`config.mk`:
```
export PLATFORM = sky130hd
export DESIGN_NAME = two_wire_seven_segment_time_driver
export DESIGN_NICKNAME = d
export VERILOG_FILES = /design/src/rtl/core/tw7s_pkg.sv /design/src/rtl/core/two_wire_seven_segment_time_driver.sv
export SDC_FILE = /design/constraint.sdc
export NUM_CORES = 1
export LEC_CHECK = 0
export CAP_MARGIN = 10
export CORE_MARGIN = 4
export CORE_UTILIZATION = 45
export DETAILED_ROUTE_END_ITERATION = 6
export DONT_BUFFER_PORTS = 1
export SYNTH_ARGS = -nofsm -noshare
export SYNTH_HDL_FRONTEND = slang
export SYNTH_SLANG_ARGS = --single-unit
```
`constraint.sdc`:
```
create_clock -name clk -period 5.5 [get_ports clk]
set_input_delay 0.275 -clock clk [delete_from_list [all_inputs] [get_ports clk]]
set_output_delay 0.275 -clock clk [all_outputs]
set_load 0.05 [all_outputs]
```
`src/rtl/core/tw7s_pkg.sv`:
```
package tw7s_pkg;

	// Frame section of the two-wire transfer
	typedef enum logic [1:0] {
		PART_START = 2'd0,
		PART_BITS  = 2'd1,
		PART_ACK   = 2'd2,
		PART_STOP  = 2'd3
	} part_t;

	// Input item kinds
	localparam logic KIND_SHOW = 1'b0;
	localparam logic KIND_TICK = 1'b1;

	// Frame bytes
	localparam logic [7:0] CMD_DATA   = 8'h40;
	localparam logic [7:0] CMD_ADDR   = 8'hC0;
	localparam logic [7:0] CMD_DISPON = 8'h8F;
	localparam logic [7:0] COLON_BIT  = 8'h80;

	localparam logic [1:0] FRAME_DATA   = 2'd0;
	localparam logic [1:0] FRAME_ADDR   = 2'd1;
	localparam logic [1:0] FRAME_DISPON = 2'd2;

	localparam logic [2:0] LAST_BIT   = 3'd7;
	localparam logic [2:0] LAST_DIGIT = 3'd4;

	// Segment pattern of one decimal digit; blank above nine
	function automatic logic [7:0] seg_pattern(input logic [3:0] d);
		logic [7:0] p;
		case (d)
			4'd0: p = 8'h3F;
			4'd1: p = 8'h06;
			4'd2: p = 8'h5B;
			4'd3: p = 8'h4F;
			4'd4: p = 8'h66;
			4'd5: p = 8'h6D;
			4'd6: p = 8'h7D;
			4'd7: p = 8'h07;
			4'd8: p = 8'h7F;
			4'd9: p = 8'h6F;
			default: p = 8'h00;
		endcase
		return p;
	endfunction

	// Tens of a 7-bit value by reciprocal multiply (exact below 128)
	function automatic logic [3:0] tens_of(input logic [6:0] v);
		logic [14:0] p;
		p = 15'(v) * 15'd205;
		return 4'(p >> 11);
	endfunction

	function automatic logic [3:0] units_of(input logic [6:0] v);
		logic [3:0] t;
		logic [6:0] tt;
		t  = tens_of(v);
		tt = 7'({3'b000, t}) * 7'd10;
		return 4'(v - tt);
	endfunction

endpackage

```
`src/rtl/core/two_wire_seven_segment_time_driver.sv`:
```
// Channel  Dir  Handshake          Payload
// s_*      in   s_tvalid/s_tready  s_tdata[15:0], s_tuser[0] = kind (0 show, 1 tick)
// m_*      out  m_tvalid/m_tready  m_tdata[7:0] = pin levels and busy flag
//
// One item per cycle while results are taken: a transfer lands in the input
// register, and the pin stepper then updates state and loads the result register.
// Every accepted item gives exactly one result transfer.
// Reset drives all four pins high and leaves the stepper idle.
// A stalled result holds the pipe; the input register refills the same
// cycle the result register frees up.
module two_wire_seven_segment_time_driver (
	input  logic        clk,
	input  logic        arst_n,
	input  logic        s_tvalid,
	output logic        s_tready,
	// [0] display_select, [7:1] minutes, [14:8] seconds, [15] colon
	input  logic [15:0] s_tdata,
	// [0] kind
	input  logic [0:0]  s_tuser,
	output logic        m_tvalid,
	input  logic        m_tready,
	// [0] clock_a, [1] data_a, [2] clock_b, [3] data_b, [4] busy_res, [7:5] zero
	output logic [7:0]  m_tdata
);

	// Input register
	logic       valid_s1;
	logic       kind_s1;
	logic       disp_s1;
	logic [6:0] min_s1;
	logic [6:0] sec_s1;
	logic       colon_s1;

	// Stepper state
	tw7s_pkg::part_t part_q, part_d;
	logic [3:0] pins_q, pins_d;
	logic       active_q, active_d;
	logic       tgt_q;
	logic [7:0] digit_q [4];
	logic [1:0] frame_q, frame_d;
	logic [2:0] byte_q, byte_d;
	logic [2:0] bit_q, bit_d;
	logic [1:0] ph_q, ph_d;
	logic [7:0] shift_q, shift_d;

	logic       adv;
	logic       tick_go;
	logic       show_go;
	logic       pin_is_data;
	logic       pin_lvl;
	logic [2:0] fb_idx;
	logic [2:0] fb_dig;
	logic [7:0] fb_byte;
	logic [7:0] dig1;

	// Advance the input register whenever the result register can take a value
	assign adv      = valid_s1 && (!m_tvalid || m_tready);
	assign s_tready = !valid_s1 || adv;
	assign tick_go  = valid_s1 && (kind_s1 == tw7s_pkg::KIND_TICK) && active_q;
	assign show_go  = valid_s1 && (kind_s1 == tw7s_pkg::KIND_SHOW) && !active_q;

	always_ff @(posedge clk or negedge arst_n) begin
		if (!arst_n) begin
			valid_s1 <= 1'b0;
		end else if (s_tready) begin
			valid_s1 <= s_tvalid;
		end
	end

	always_ff @(posedge clk) begin
		if (s_tready && s_tvalid) begin
			kind_s1  <= s_tuser[0];
			disp_s1  <= s_tdata[0];
			min_s1   <= s_tdata[7:1];
			sec_s1   <= s_tdata[14:8];
			colon_s1 <= s_tdata[15];
		end
	end

	// Byte for the frame section being entered: the address frame walks digits
	assign fb_idx = (part_q == tw7s_pkg::PART_ACK) ? byte_q + 3'd1 : byte_q;
	assign fb_dig = fb_idx - 3'd1;

	always_comb begin
		case (frame_q)
			tw7s_pkg::FRAME_DATA: fb_byte = tw7s_pkg::CMD_DATA;
			tw7s_pkg::FRAME_ADDR: fb_byte = (fb_idx == 3'd0) ? tw7s_pkg::CMD_ADDR
			                                                 : digit_q[fb_dig[1:0]];
			default: fb_byte = tw7s_pkg::CMD_DISPON;
		endcase
	end

	// Next state of the stepper for one tick
	always_comb begin
		part_d   = part_q;
		active_d = active_q;
		frame_d  = frame_q;
		byte_d   = byte_q;
		bit_d    = bit_q;
		ph_d     = ph_q;
		shift_d  = shift_q;
		case (part_q)
			tw7s_pkg::PART_START: begin
				if (ph_q == 2'd0) begin
					ph_d = 2'd1;
				end else begin
					part_d  = tw7s_pkg::PART_BITS;
					bit_d   = 3'd0;
					ph_d    = 2'd0;
					shift_d = fb_byte;
				end
			end
			tw7s_pkg::PART_BITS: begin
				if (ph_q == 2'd0) begin
					ph_d = 2'd1;
				end else if (ph_q == 2'd1) begin
					ph_d = 2'd2;
				end else begin
					shift_d = shift_q >> 1;
					ph_d    = 2'd0;
					if (bit_q == tw7s_pkg::LAST_BIT) begin
						bit_d  = 3'd0;
						part_d = tw7s_pkg::PART_ACK;
					end else begin
						bit_d = bit_q + 3'd1;
					end
				end
			end
			tw7s_pkg::PART_ACK: begin
				if (ph_q == 2'd0) begin
					ph_d = 2'd1;
				end else if (ph_q == 2'd1) begin
					ph_d = 2'd2;
				end else begin
					ph_d = 2'd0;
					if (frame_q == tw7s_pkg::FRAME_ADDR && byte_q < tw7s_pkg::LAST_DIGIT) begin
						byte_d  = fb_idx;
						part_d  = tw7s_pkg::PART_BITS;
						bit_d   = 3'd0;
						shift_d = fb_byte;
					end else begin
						part_d = tw7s_pkg::PART_STOP;
					end
				end
			end
			default: begin
				if (ph_q != 2'd3) begin
					ph_d = ph_q + 2'd1;
				end else begin
					ph_d   = 2'd0;
					byte_d = 3'd0;
					part_d = tw7s_pkg::PART_START;
					if (frame_q != tw7s_pkg::FRAME_DISPON) begin
						frame_d = frame_q + 2'd1;
					end else begin
						frame_d  = tw7s_pkg::FRAME_DATA;
						active_d = 1'b0;
					end
				end
			end
		endcase
	end

	// Pin action for one tick: which pin of the target display and its level
	always_comb begin
		pin_is_data = 1'b0;
		pin_lvl     = 1'b0;
		case (part_q)
			tw7s_pkg::PART_START: begin
				pin_is_data = (ph_q == 2'd0);
			end
			tw7s_pkg::PART_BITS: begin
				pin_is_data = (ph_q == 2'd1);
				pin_lvl     = (ph_q == 2'd1) ? shift_q[0] : (ph_q != 2'd0);
			end
			tw7s_pkg::PART_ACK: begin
				pin_lvl = (ph_q == 2'd1);
			end
			default: begin
				pin_is_data = ph_q[0];
				pin_lvl     = ph_q[1];
			end
		endcase
		pins_d = pins_q;
		if (tick_go) begin
			pins_d[{tgt_q, pin_is_data}] = pin_lvl;
		end
	end

	always_ff @(posedge clk or negedge arst_n) begin
		if (!arst_n) begin
			part_q   <= tw7s_pkg::PART_START;
			pins_q   <= 4'hF;
			active_q <= 1'b0;
			tgt_q    <= 1'b0;
			frame_q  <= tw7s_pkg::FRAME_DATA;
			byte_q   <= 3'd0;
			bit_q    <= 3'd0;
			ph_q     <= 2'd0;
			shift_q  <= 8'h00;
			m_tvalid <= 1'b0;
		end else begin
			if (m_tready) begin
				m_tvalid <= 1'b0;
			end
			if (adv) begin
				m_tvalid <= 1'b1;
				if (show_go) begin
					// Latch a new time and arm the stepper; pins move on the first tick
					part_q   <= tw7s_pkg::PART_START;
					active_q <= 1'b1;
					tgt_q    <= disp_s1;
					frame_q  <= tw7s_pkg::FRAME_DATA;
					byte_q   <= 3'd0;
					bit_q    <= 3'd0;
					ph_q     <= 2'd0;
					shift_q  <= 8'h00;
				end else if (tick_go) begin
					part_q   <= part_d;
					pins_q   <= pins_d;
					active_q <= active_d;
					frame_q  <= frame_d;
					byte_q   <= byte_d;
					bit_q    <= bit_d;
					ph_q     <= ph_d;
					shift_q  <= shift_d;
				end
			end
		end
	end

	assign dig1 = tw7s_pkg::seg_pattern(tw7s_pkg::units_of(min_s1))
	            | (colon_s1 ? tw7s_pkg::COLON_BIT : 8'h00);

	always_ff @(posedge clk) begin
		if (adv) begin
			m_tdata <= {3'b000, tick_go ? active_d : (active_q || show_go), pins_d};
			if (show_go) begin
				digit_q[0] <= tw7s_pkg::seg_pattern(tw7s_pkg::tens_of(min_s1));
				digit_q[1] <= dig1;
				digit_q[2] <= tw7s_pkg::seg_pattern(tw7s_pkg::tens_of(sec_s1));
				digit_q[3] <= tw7s_pkg::seg_pattern(tw7s_pkg::units_of(sec_s1));
			end
		end
	end

	// Idle stepper always sits at the start of the first frame
	a_idle_home: assert property (@(posedge clk) disable iff (!arst_n)
		!active_q |-> (part_q == tw7s_pkg::PART_START && frame_q == tw7s_pkg::FRAME_DATA
		               && byte_q == 3'd0))
		else $error("idle stepper not at start of first frame");

	a_frame_range: assert property (@(posedge clk) disable iff (!arst_n)
		frame_q != 2'd3 && byte_q <= tw7s_pkg::LAST_DIGIT)
		else $error("frame or byte index out of range");

	a_bits_phase: assert property (@(posedge clk) disable iff (!arst_n)
		part_q != tw7s_pkg::PART_STOP |-> ph_q != 2'd3)
		else $error("phase beyond last step of section");

	a_other_pins_a: assert property (@(posedge clk) disable iff (!arst_n)
		active_q && !tgt_q |=> pins_q[3:2] == $past(pins_q[3:2]))
		else $error("display B pins moved during display A transfer");

	a_other_pins_b: assert property (@(posedge clk) disable iff (!arst_n)
		active_q && tgt_q |=> pins_q[1:0] == $past(pins_q[1:0]))
		else $error("display A pins moved during display B transfer");

endmodule

```
==> results of run 1 <==
==> worst paths after layout <==
kind	start	to	slack, ns	cells after the start
min in group asynchronous	arst_n	m_tvalid	0.38	2
max in group asynchronous	arst_n	pins_q[2]	4.89	2
hold / removal	s_tdata[0]	disp_s1	0.03	0
setup / recovery	min_s1[1]	digit_q[1][6]	0.28	16
setup reg to reg	min_s1[1]	digit_q[1][6]	0.28	16
hold reg to reg	colon_s1	digit_q[1][7]	0.42	0
==> cell usage in the layout, fill, tap and decap left out, types with 4 or more instances in the layout <==
master,count
and2_1,5
xnor2_1,5
a31oi_1,10
nand4_1,5
inv_1,70
o21ai_1,12
a21o_1,6
a211o_1,4
nand2b_1,5
nand2_1,35
o22ai_1,5
nor3_1,10
o21a_1,4
a21oi_2,5
ha_1,97
inv_6,4
xor2_1,4
and3_1,4
nand3_1,17
fa_1,18
a22o_1,5
a21oi_1,21
clkbuf_16,9
dfrtp_1,24
o21ai_0,21
dfstp_2,4
edfxtp_1,51
mux2_2,19
mux4_2,7
nor2_1,29
==> kinds of logic after synthesis <==
group,count (synthesis)
flip-flops,79
multiplexers,29
adder cells (fa/ha/maj),115
AND/OR/NAND/NOR,134
AO/OA/AOI/OAI,129
buffers and inverters,86
XOR/XNOR,12
other,1
==> final cells by class <==
class | count | area (µm²) | area share
repair buffers | 5 | 52.6 | 0.00776
clock buffers | 10 | 229 | 0.0338
flip-flops and latches | 79 | 2240 | 0.330
inverters | 71 | 267 | 0.0394
well taps | 176 | 220 | 0.0325
multi-input cells | 422 | 3710 | 0.549
clock inverters | 6 | 51.3 | 0.00758
==> power breakdown <==
group | leakage, nW | internal, mW | switching [mW]
logic | 2.01 | 0.848 | 1.08
clock network | 0.134 | 0.313 | 0.247
registers | 0.819 | 0.799 | 0.0761
==> timing repair <==
| action | in CTS | in global routing |
|---|---|---|
| endpoints found under the hold margin | 28 | 0 |
| setup endpoints to repair | 0 | 11 |
| resized for setup | 0 | 10 |
| hold buffers | 2 | 0 |
==> per-layer routing <==
metal | track usage | vias up | wire length (µm)
li1 | - | 2136 | -
met1 | 0.191 | 2047 | 5360
met4 | 0.0504 | 0 | 200
met3 | 0.0296 | 17 | 319
met5 | 0 | - | 0
met2 | 0.282 | 67 | 6120
==> sequential cells by signal (all words and copies together), names as in the netlist <==
name	flops
digit_q	29
shift_q	8
min_s1	7
sec_s1	7
m_tdata	5
pins_q	4
bit_q	3
byte_q	3
frame_q	2
part_q	2
ph_q	2
active_q	1
colon_s1	1
disp_s1	1
kind_s1	1
m_tvalid	1
tgt_q	1
valid_s1	1
==> critical path, cell delays in order (launching register included) <==
cell,delay [ns]
edfxtp_1,0.49
ha_1,0.40
fa_1,0.40
fa_1,0.47
ha_1,0.31
ha_1,0.31
nand4_1,0.14
a211o_1,0.33
nand2_1,0.08
a31oi_1,0.14
and2_2,0.28
fa_1,0.41
xnor2_1,0.19
xnor2_1,0.16
or3b_4,0.43
and2_4,0.18
a311oi_2,0.30
==> per-stage QoR <==
stage | power [mW] | setup TNS, ns | util | hold WS, ns
2_1_floorplan | 2.37 | 0 | - | -0.0206
3_3_place_gp | 2.68 | 0 | 0.479 | -0.0197
3_5_place_dp | 2.73 | 0 | 0.479 | -0.0195
4_1_cts | 3.31 | 0 | 0.502 | 0.0130
5_1_grt | 3.68 | -0.0254 | 0.505 | 0.0128
6_report | 3.36 | 0 | 0.505 | 0.0301
==> synth_stat cells (5+ instances only) <==
library cell  number  area, µm²
a31oi_1           10       62.6
nand3_1           17       85.1
nand2_1           35        131
a21oi_1           24        120
nand4_1            5       31.3
nand2b_1           5       31.3
o21ai_0           21        105
mux4_2             7        158
fa_1              18        360
edfxtp_1          51       1530
nor2_1            30        113
xnor2_1            6       52.6
nor3_1            10       50.1
clkbuf_1           9       33.8
o21ai_1           12       60.1
dfrtp_1           24        601
a21o_1             6       45.0
mux2_2            19        214
ha_1              97       1210
inv_1             70        263
and2_1             6       37.5
o22ai_1            5       31.3
a22o_1             5       43.8
==> flow_summary.json, run 1 <==
{
  "hold_viol": 0,
  "cts.clk_slew.worst_paths_ns": 0.06,
  "wirelength_um": 12000,
  "wire_per_inst_um": 15.6,
  "tightest_slew_ns": 0.883,
  "path_class": "reg2reg",
  "htreeDepth": 3,
  "clk_latency_ns": 0.34,
  "final_antenna_net_count": 0,
  "cts_buffers": 9,
  "crit_path_end_kind": "register",
  "path_max_fanout": 5,
  "synth_edf_count": 51,
  "ys_seq_area_frac": 0.359,
  "core_mm2": 0.0134,
  "powerDensity_mw_per_mm2": 497,
  "fmax_ghz": 0.191,
  "syn2layout_area_growth_pct": 8.68,
  "root_buffer": "clkbuf_16",
  "cts_tree": "yes",
  "antenna_found_initial": 0,
  "numPortBuffers": 0,
  "vias_per_cell": 5.55,
  "cp.arrival_ns": 5.37,
  "dp.cells": 751,
  "grt-ovfl-total": 0,
  "status": "finished, final reports clean",
  "layout_setup_ws_ns": 0.275,
  "n_antenna_cell": 0,
  "drv_slew": 0,
  "rows": 42,
  "period_share": 0.950,
  "drt-initial-drc-count": 187,
  "start_util": 0.465,
  "synth_ff_type": "edfxtp_1",
  "yosysWarnings": 0,
  "grt_pass1_vias": 4482,
  "drc": 0,
  "die_h_um": 126,
  "irDropWorstVdd_v": 0.000272,
  "synth_area_mm2": 0.00623,
  "design_area_mm2": 0.00677,
  "power_leakage_nw": 2.97,
  "grt_usage": 0.157,
  "grt_pass1_wl_um": 20600,
  "finalSetupViolCount": 0,
  "synth_cell_types": 74,
  "cap_violations": 0,
  "critPathRequiredTime_ns": 5.64,
  "syn_inst": 585,
  "finalClockSkew_ns": 0.00824,
  "synth_xor_xnor_area_share": 0.0193,
  "hold_class": "in2reg",
  "dpl_worst_slack_ns": 0.169,
  "synth_top_family_by_area": "adder cells",
  "drive_gt1_frac": 0.126,
  "die_w_um": 126,
  "syn_area_per_cell_um2": 10.6,
  "finalCriticalPeriod_ns": 5.22,
  "placed_area_mm2": 0.00641,
  "cts_buffer_depth": 2,
  "synth-compound-area-share": 0.141,
  "slew_headroom": 0.411,
  "final_nets": 724,
  "post_layout_nonfiller_instances": 769,
  "fillers": 1219,
  "hpwl_um": 9530,
  "gp_routability_congestion": 0.873,
  "io_pins": 31,
  "ys_ff_latch": 79,
  "worst_setup_path_start_kind": "register",
  "cts_setup_buffers": 0,
  "yosys.area_share.adder": 0.253,
  "cts.sinks": 79,
  "async_flop_share": 0.354,
  "yosys.area_share.simple": 0.109,
  "grt_max_degree": 32,
  "muxShareOfSynthArea": 0.0645,
  "via_count": 4267,
  "die_area_mm2": 0.0158,
  "firstDrtPassIters": 4
}
No activity file was read; power rests on OpenSTA's default activity.
==> inputs of run 2 (changes only) <==
--- a/config.mk
+++ b/config.mk
@@ -5,6 +5,7 @@
 export SDC_FILE = /design/constraint.sdc
 export NUM_CORES = 1
 export LEC_CHECK = 0
+export ABC_AREA = 1
 export CAP_MARGIN = 10
 export CORE_MARGIN = 4
 export CORE_UTILIZATION = 45
==> flow_summary.json, run 2 <==
{
  "status": "finished, final reports clean",
  "power_mw": 3.68,
  "synth_area_mm2": 0.00626,
  "yosysWarnings": 0,
  "period_share": 0.859,
  "n_antenna_cell": 0,
  "grt_max_degree": 32,
  "wirelength_um": 11800,
  "finalSetupViolCount": 0,
  "min_path_cells": 0,
  "vias_per_cell": 4.93,
  "irDropWorstVdd_v": 0.000293,
  "regArea_mm2": 0.00224,
  "grt_pass1_wl_um": 20700,
  "clk_latency_ns": 0.34,
  "slew_headroom": 0.295,
  "r2r_start": "sec_s1[5]",
  "synth_edf_count": 51,
  "post_layout_nonfiller_instances": 931,
  "largestRegisters": "digit_q: 29 flops, shift_q: 8 flops",
  "synth_commonest_cells": "nand2_1 (200), inv_1 (114), ha_1 (97)",
  "cts.sinks": 79,
  "comb_power_share": 0.590,
  "yosys.area.top_type": "edfxtp_1",
  "io_pins": 31,
  "final_antenna_net_count": 0,
  "yosysTopAreaCellShare": 0.245,
  "placed_area_mm2": 0.00644,
  "die_area_mm2": 0.0159,
  "design_area_mm2": 0.00674,
  "hpwl_um": 9610,
  "yosys.area_share.simple": 0.215,
  "path_class": "reg2reg",
  "worst_setup_path_start_kind": "register",
  "p_int_mw": 1.96,
  "power_frac_clock": 0.146,
  "critPathRequiredTime_ns": 5.57,
  "layout_commonest_cell": "nand2_1",
  "hold_viol": 0,
  "synth_xor_xnor_area_share": 0.0126,
  "die_h_um": 126,
  "tightest_slew_ns": 1.06,
  "final_nets": 886,
  "grt-ovfl-total": 0,
  "drc": 0,
  "cts.clk_slew.worst_paths_ns": 0.06,
  "grt_usage": 0.157,
  "min-delay-start": "s_tuser",
  "synth-compound-area-share": 0.0835,
  "cts_buffers": 9,
  "muxShareOfSynthArea": 0,
  "synth_top_family_by_area": "adder cells",
  "core_mm2": 0.0135,
  "synth_ff_type": "edfxtp_1",
  "dp.cells": 913,
  "p_sw_mw": 1.73,
  "timing.hold.ws_ns": 0.0313,
  "hold_class": "in2reg",
  "finalCriticalPeriod_ns": 4.72,
  "syn2layout_area_growth_pct": 7.64,
  "synthTopCellsByArea": "edfxtp_1 (24%), ha_1 (19%), nand2_1 (12%), dfrtp_1 (9.6%), inv_1 (6.8%)",
  "drive_gt1_frac": 0.0490,
  "min_to": "kind_s1",
  "fmax_ghz": 0.212,
  "finalClockSkew_ns": 0.00933,
  "rsz0062_at_grt": "no",
  "htreeDepth": 3,
  "synth_most_common_cell": "nand2_1",
  "syn_area_per_cell_um2": 8.41,
  "worstReg2RegEnd": "digit_q[3][0]",
  "fillers": 1286,
  "power_leakage_nw": 3.42,
  "die_w_um": 126,
  "antenna_found_initial": 0,
  "cts_buffer_depth": 2,
  "async_flop_share": 0.354,
  "yosys.area_share.adder": 0.251,
  "wire_per_inst_um": 12.6,
  "cap_violations": 0,
  "cts_tree": "yes",
  "crit_path_end_kind": "register",
  "numPortBuffers": 0,
  "largest_reg_flops": 29,
  "via_count": 4590,
  "firstDrtPassIters": 4,
  "powerDensity_mw_per_mm2": 547,
  "cp.arrival_ns": 4.80,
  "p_seq_frac": 0.264,
  "syn_inst": 744,
  "switching_share": 0.468,
  "final_cell_mix": "nand2_1 (200), inv_1 (114), ha_1 (97)",
  "root_buffer": "clkbuf_16",
  "cts_setup_buffers": 0,
  "multiInputGateArea_mm2": 0.00353,
  "r2r_cells": 18,
  "ys_ff_latch": 79,
  "r2r_setup_slack_ns": 0.78,
  "largest_register": "digit_q",
  "fin_setup_tns_ns": 0,
  "gp_routability_congestion": 0.884,
  "grt_pass1_vias": 4591,
  "start_util": 0.465,
  "path_max_fanout": 8,
  "drt-initial-drc-count": 186,
  "synth_cell_types": 40,
  "ys_seq_area_frac": 0.357,
  "drv_slew": 0,
  "rows": 42
}
==> run 2: changes by cell type after synthesis, moves of 6 or more <==
cell     delta
nand2_1   +165
inv_1      +44
o21ai_0    +32
nand3_1    +31
mux2_2     -19
nor2_1     +13
a31oi_1    -10
a21oi_1     -9
mux4_2      -7
a21o_1      -6
and2_1      -6
nor3_1      -6
==> run 2: worst max path at each step <==
stage / startpoint / to / depth (start not counted)
2_1_floorplan: min_s1[4] / digit_q[1][0] / 18
3_3_place_gp: sec_s1[4] / digit_q[3][0] / 18
3_5_place_dp: sec_s1[4] / digit_q[3][0] / 18
4_1_cts: sec_s1[4] / digit_q[3][0] / 18
5_1_grt: sec_s1[5] / digit_q[3][0] / 18
6_report: sec_s1[5] / digit_q[3][0] / 18
==> run 2: final cells by class <==
cell class,count,share of cell area
Clock buffer,9,0.0334
Multi-Input combinational cell,540,0.525
Sequential cell,79,0.332
Tap cell,176,0.0327
Clock inverter,7,0.00669
Inverter,118,0.0661
Timing Repair Buffer,2,0.00446
==> run 2: kinds of logic after synthesis <==
| group | Yosys count |
|---|---|
| AOI/OAI and AO/OA | 95 |
| and+or+nand+nor | 318 |
| buffers and inverters | 127 |
| xor gates and xnor gates | 9 |
| DFF | 79 |
| adders and majority gates | 115 |
| other | 1 |
==> run 2: critical path: stages (launching register included) <==
cell,delay (ns)
edfxtp_1,0.47
ha_1,0.37
fa_1,0.47
ha_1,0.29
inv_1,0.05
fa_1,0.49
inv_1,0.04
ha_1,0.31
a21oi_1,0.14
o21ai_0,0.10
nand2_1,0.06
nand3_1,0.09
xor2_1,0.51
fa_1,0.59
inv_1,0.13
or2_2,0.12
o21ai_0,0.08
nand3_1,0.09
nand2_1,0.07
==> run 2: repair_timing <==
action / in CTS / in global routing
endpoints found under the hold margin: 28 / 0
gates resized for setup: 0 / 0
hold buffers: 2 / 0
==> run 2: per-stage QoR <==
step,worst slack [ns],utilization
2_1_floorplan,1.17,-
3_3_place_gp,0.807,0.479
3_5_place_dp,0.739,0.479
4_1_cts,0.724,0.501
5_1_grt,0.370,0.501
6_report,0.776,0.501
==> run 2: power by group through the flow <==
stage               logic (mW)  registers [mW]  clock network [mW]
finish                    2.17           0.972               0.540
floorplan                 1.74           0.961                   0
CTS                       2.19           0.973               0.557
detailed placement        2.17           0.984                   0
global placement          2.12           0.981                   0
global route              2.57           0.985               0.588
==> run 2: per-layer routing <==
layer	vias to the layer above	GRT usage	share of wire
met2	59	0.268	0.49
met3	17	0.0373	0.024
met5	-	0	0
li1	2451	-	-
met1	2063	0.198	0.47
met4	0	0.0473	0.015
==> inputs of run 3 (changes only) <==
--- a/config.mk
+++ b/config.mk
@@ -11,6 +11,7 @@
 export CORE_UTILIZATION = 45
 export DETAILED_ROUTE_END_ITERATION = 6
 export DONT_BUFFER_PORTS = 1
+export REMOVE_ABC_BUFFERS = 1
 export SYNTH_ARGS = -nofsm -noshare
 export SYNTH_HDL_FRONTEND = slang
 export SYNTH_SLANG_ARGS = --single-unit
==> flow_summary.json, run 3 (synthesized netlist as in run 2, its figures left out) <==
{
  "clk_latency_ns": 0.34,
  "final_nets": 886,
  "min-delay-start": "s_tuser",
  "die_area_mm2": 0.0159,
  "syn2layout_area_growth_pct": 7.82,
  "dpl_worst_slack_ns": 0.767,
  "powerDensity_mw_per_mm2": 545,
  "status": "finished, final reports clean",
  "drt-initial-drc-count": 158,
  "path_max_fanout": 8,
  "die_h_um": 126,
  "finalSetupViolCount": 0,
  "drv_slew": 0,
  "vias_per_cell": 4.96,
  "drive_gt1_frac": 0.0490,
  "cap_violations": 0,
  "critPathRequiredTime_ns": 5.58,
  "use_met3": 0.0334,
  "rows": 42,
  "layout_commonest_cell": "nand2_1",
  "path_class": "reg2reg",
  "root_buffer": "clkbuf_16",
  "slew_headroom": 0.311,
  "via_count": 4621,
  "period_share": 0.855,
  "drc": 0,
  "crit_path_end_kind": "register",
  "finalClockSkew_ns": 0.00759,
  "fmax_ghz": 0.213,
  "hold_class": "in2reg",
  "regArea_mm2": 0.00224,
  "cts_buffers": 9,
  "final_antenna_net_count": 0,
  "rsz0062_at_grt": "no",
  "gr-usage-met2": 0.261,
  "cts_resized": 0,
  "wirelength_um": 11500,
  "hpwl_um": 9490,
  "gp_routability_congestion": 0.875,
  "worstSetupStartpoint": "sec_s1[5]",
  "start_util": 0.465,
  "io_pins": 31,
  "largest_reg_flops": 29,
  "fillers": 1298,
  "antenna_found_initial": 0,
  "hold_viol": 0,
  "finalCriticalPeriod_ns": 4.70,
  "cts.clk_slew.worst_paths_ns": 0.06,
  "multiInputGateArea_mm2": 0.00353,
  "grt_usage": 0.154,
  "tightest_slew_ns": 1.03,
  "htreeDepth": 3,
  "firstDrtPassIters": 5,
  "layout_setup_ws_ns": 0.797,
  "r2r_start": "sec_s1[5]",
  "cts_setup_buffers": 0,
  "fin_setup_tns_ns": 0,
  "core_mm2": 0.0135,
  "largest_register": "digit_q",
  "grt_util_met1": 0.200,
  "largestRegisters": "digit_q: 29 flops, shift_q: 8 flops",
  "die_w_um": 126,
  "n_antenna_cell": 0,
  "irDropWorstVdd_v": 0.000299,
  "final_cell_mix": "nand2_1 (200), inv_1 (114), ha_1 (97)",
  "cts.sinks": 79,
  "power_leakage_nw": 3.41,
  "wire_per_inst_um": 12.4,
  "grt-ovfl-total": 0,
  "grt_pass1_wl_um": 20400,
  "hold_buffers": 2,
  "worst_setup_path_start_kind": "register",
  "grt_max_degree": 32,
  "numPortBuffers": 0,
  "grt.busiest_layer": "met2",
  "cts_buffer_depth": 2,
  "cp.arrival_ns": 4.78,
  "grt_pass1_vias": 4551,
  "cts_tree": "yes"
}
[run 3: changes by cell type in the layout (fill, tap and decap cells not counted)]
| cell | delta |
|---|---|
| inv_8 | +1 |
| clkinv_4 | -1 |
| clkinvlp_4 | +3 |
| inv_4 | -2 |
| clkinv_2 | -2 |
| inv_6 | +1 |
[run 3: path summary, 6_finish.rpt]
path,to,slack [ns],cells after the start
setup / recovery,digit_q[3][0],0.80,18
hold / removal,kind_s1,0.03,0
setup reg to reg,digit_q[3][0],0.80,18
hold reg to reg,digit_q[1][7],0.43,0
max in group asynchronous,pins_q[2],4.89,2
min in group asynchronous,ph_q[1],0.38,2
[run 3: area by class of cell]
type,instances,share of cell area
Tap cell,176,0.0326
Clock inverter,7,0.00834
Inverter,118,0.0660
Clock buffer,9,0.0334
Sequential cell,79,0.331
Multi-Input combinational cell,540,0.524
Timing Repair Buffer,2,0.00445
[run 3: power breakdown]
group	switching (mW)	internal [mW]
clock network	0.238	0.310
registers	0.107	0.865
logic	1.37	0.787
total	1.72	1.96
[run 3: worst max-delay path: stages, from the launching register on]
cell	delay [ns]
edfxtp_1	0.47
ha_1	0.36
fa_1	0.47
ha_1	0.29
inv_1	0.05
fa_1	0.49
inv_1	0.04
ha_1	0.30
nand2_1	0.08
nor2_1	0.13
nand3_1	0.08
nand3_1	0.11
xor2_1	0.53
fa_1	0.59
inv_1	0.12
or2_2	0.12
o21ai_0	0.07
nand3_1	0.08
nand2_1	0.06
[run 3: routing by layer]
metal  up-vias  routed length, µm
met5         -                  0
met2        51               5640
li1       2450                  -
met3        10                278
met4         0                152
met1      2110               5470
[run 3: stage by stage]
step	total power [mW]	cells	instance area [µm²]	hold WS, ns	utilization
finish	3.68	931	6750	0.0317	0.502
global route	4.13	931	6750	0.00397	0.502
floorplan	2.69	737	6220	-0.0206	-
detailed placement	3.14	913	6440	-0.0199	0.479
CTS	3.72	931	6750	0.0112	0.502
global placement	3.10	913	6440	-0.0194	0.479
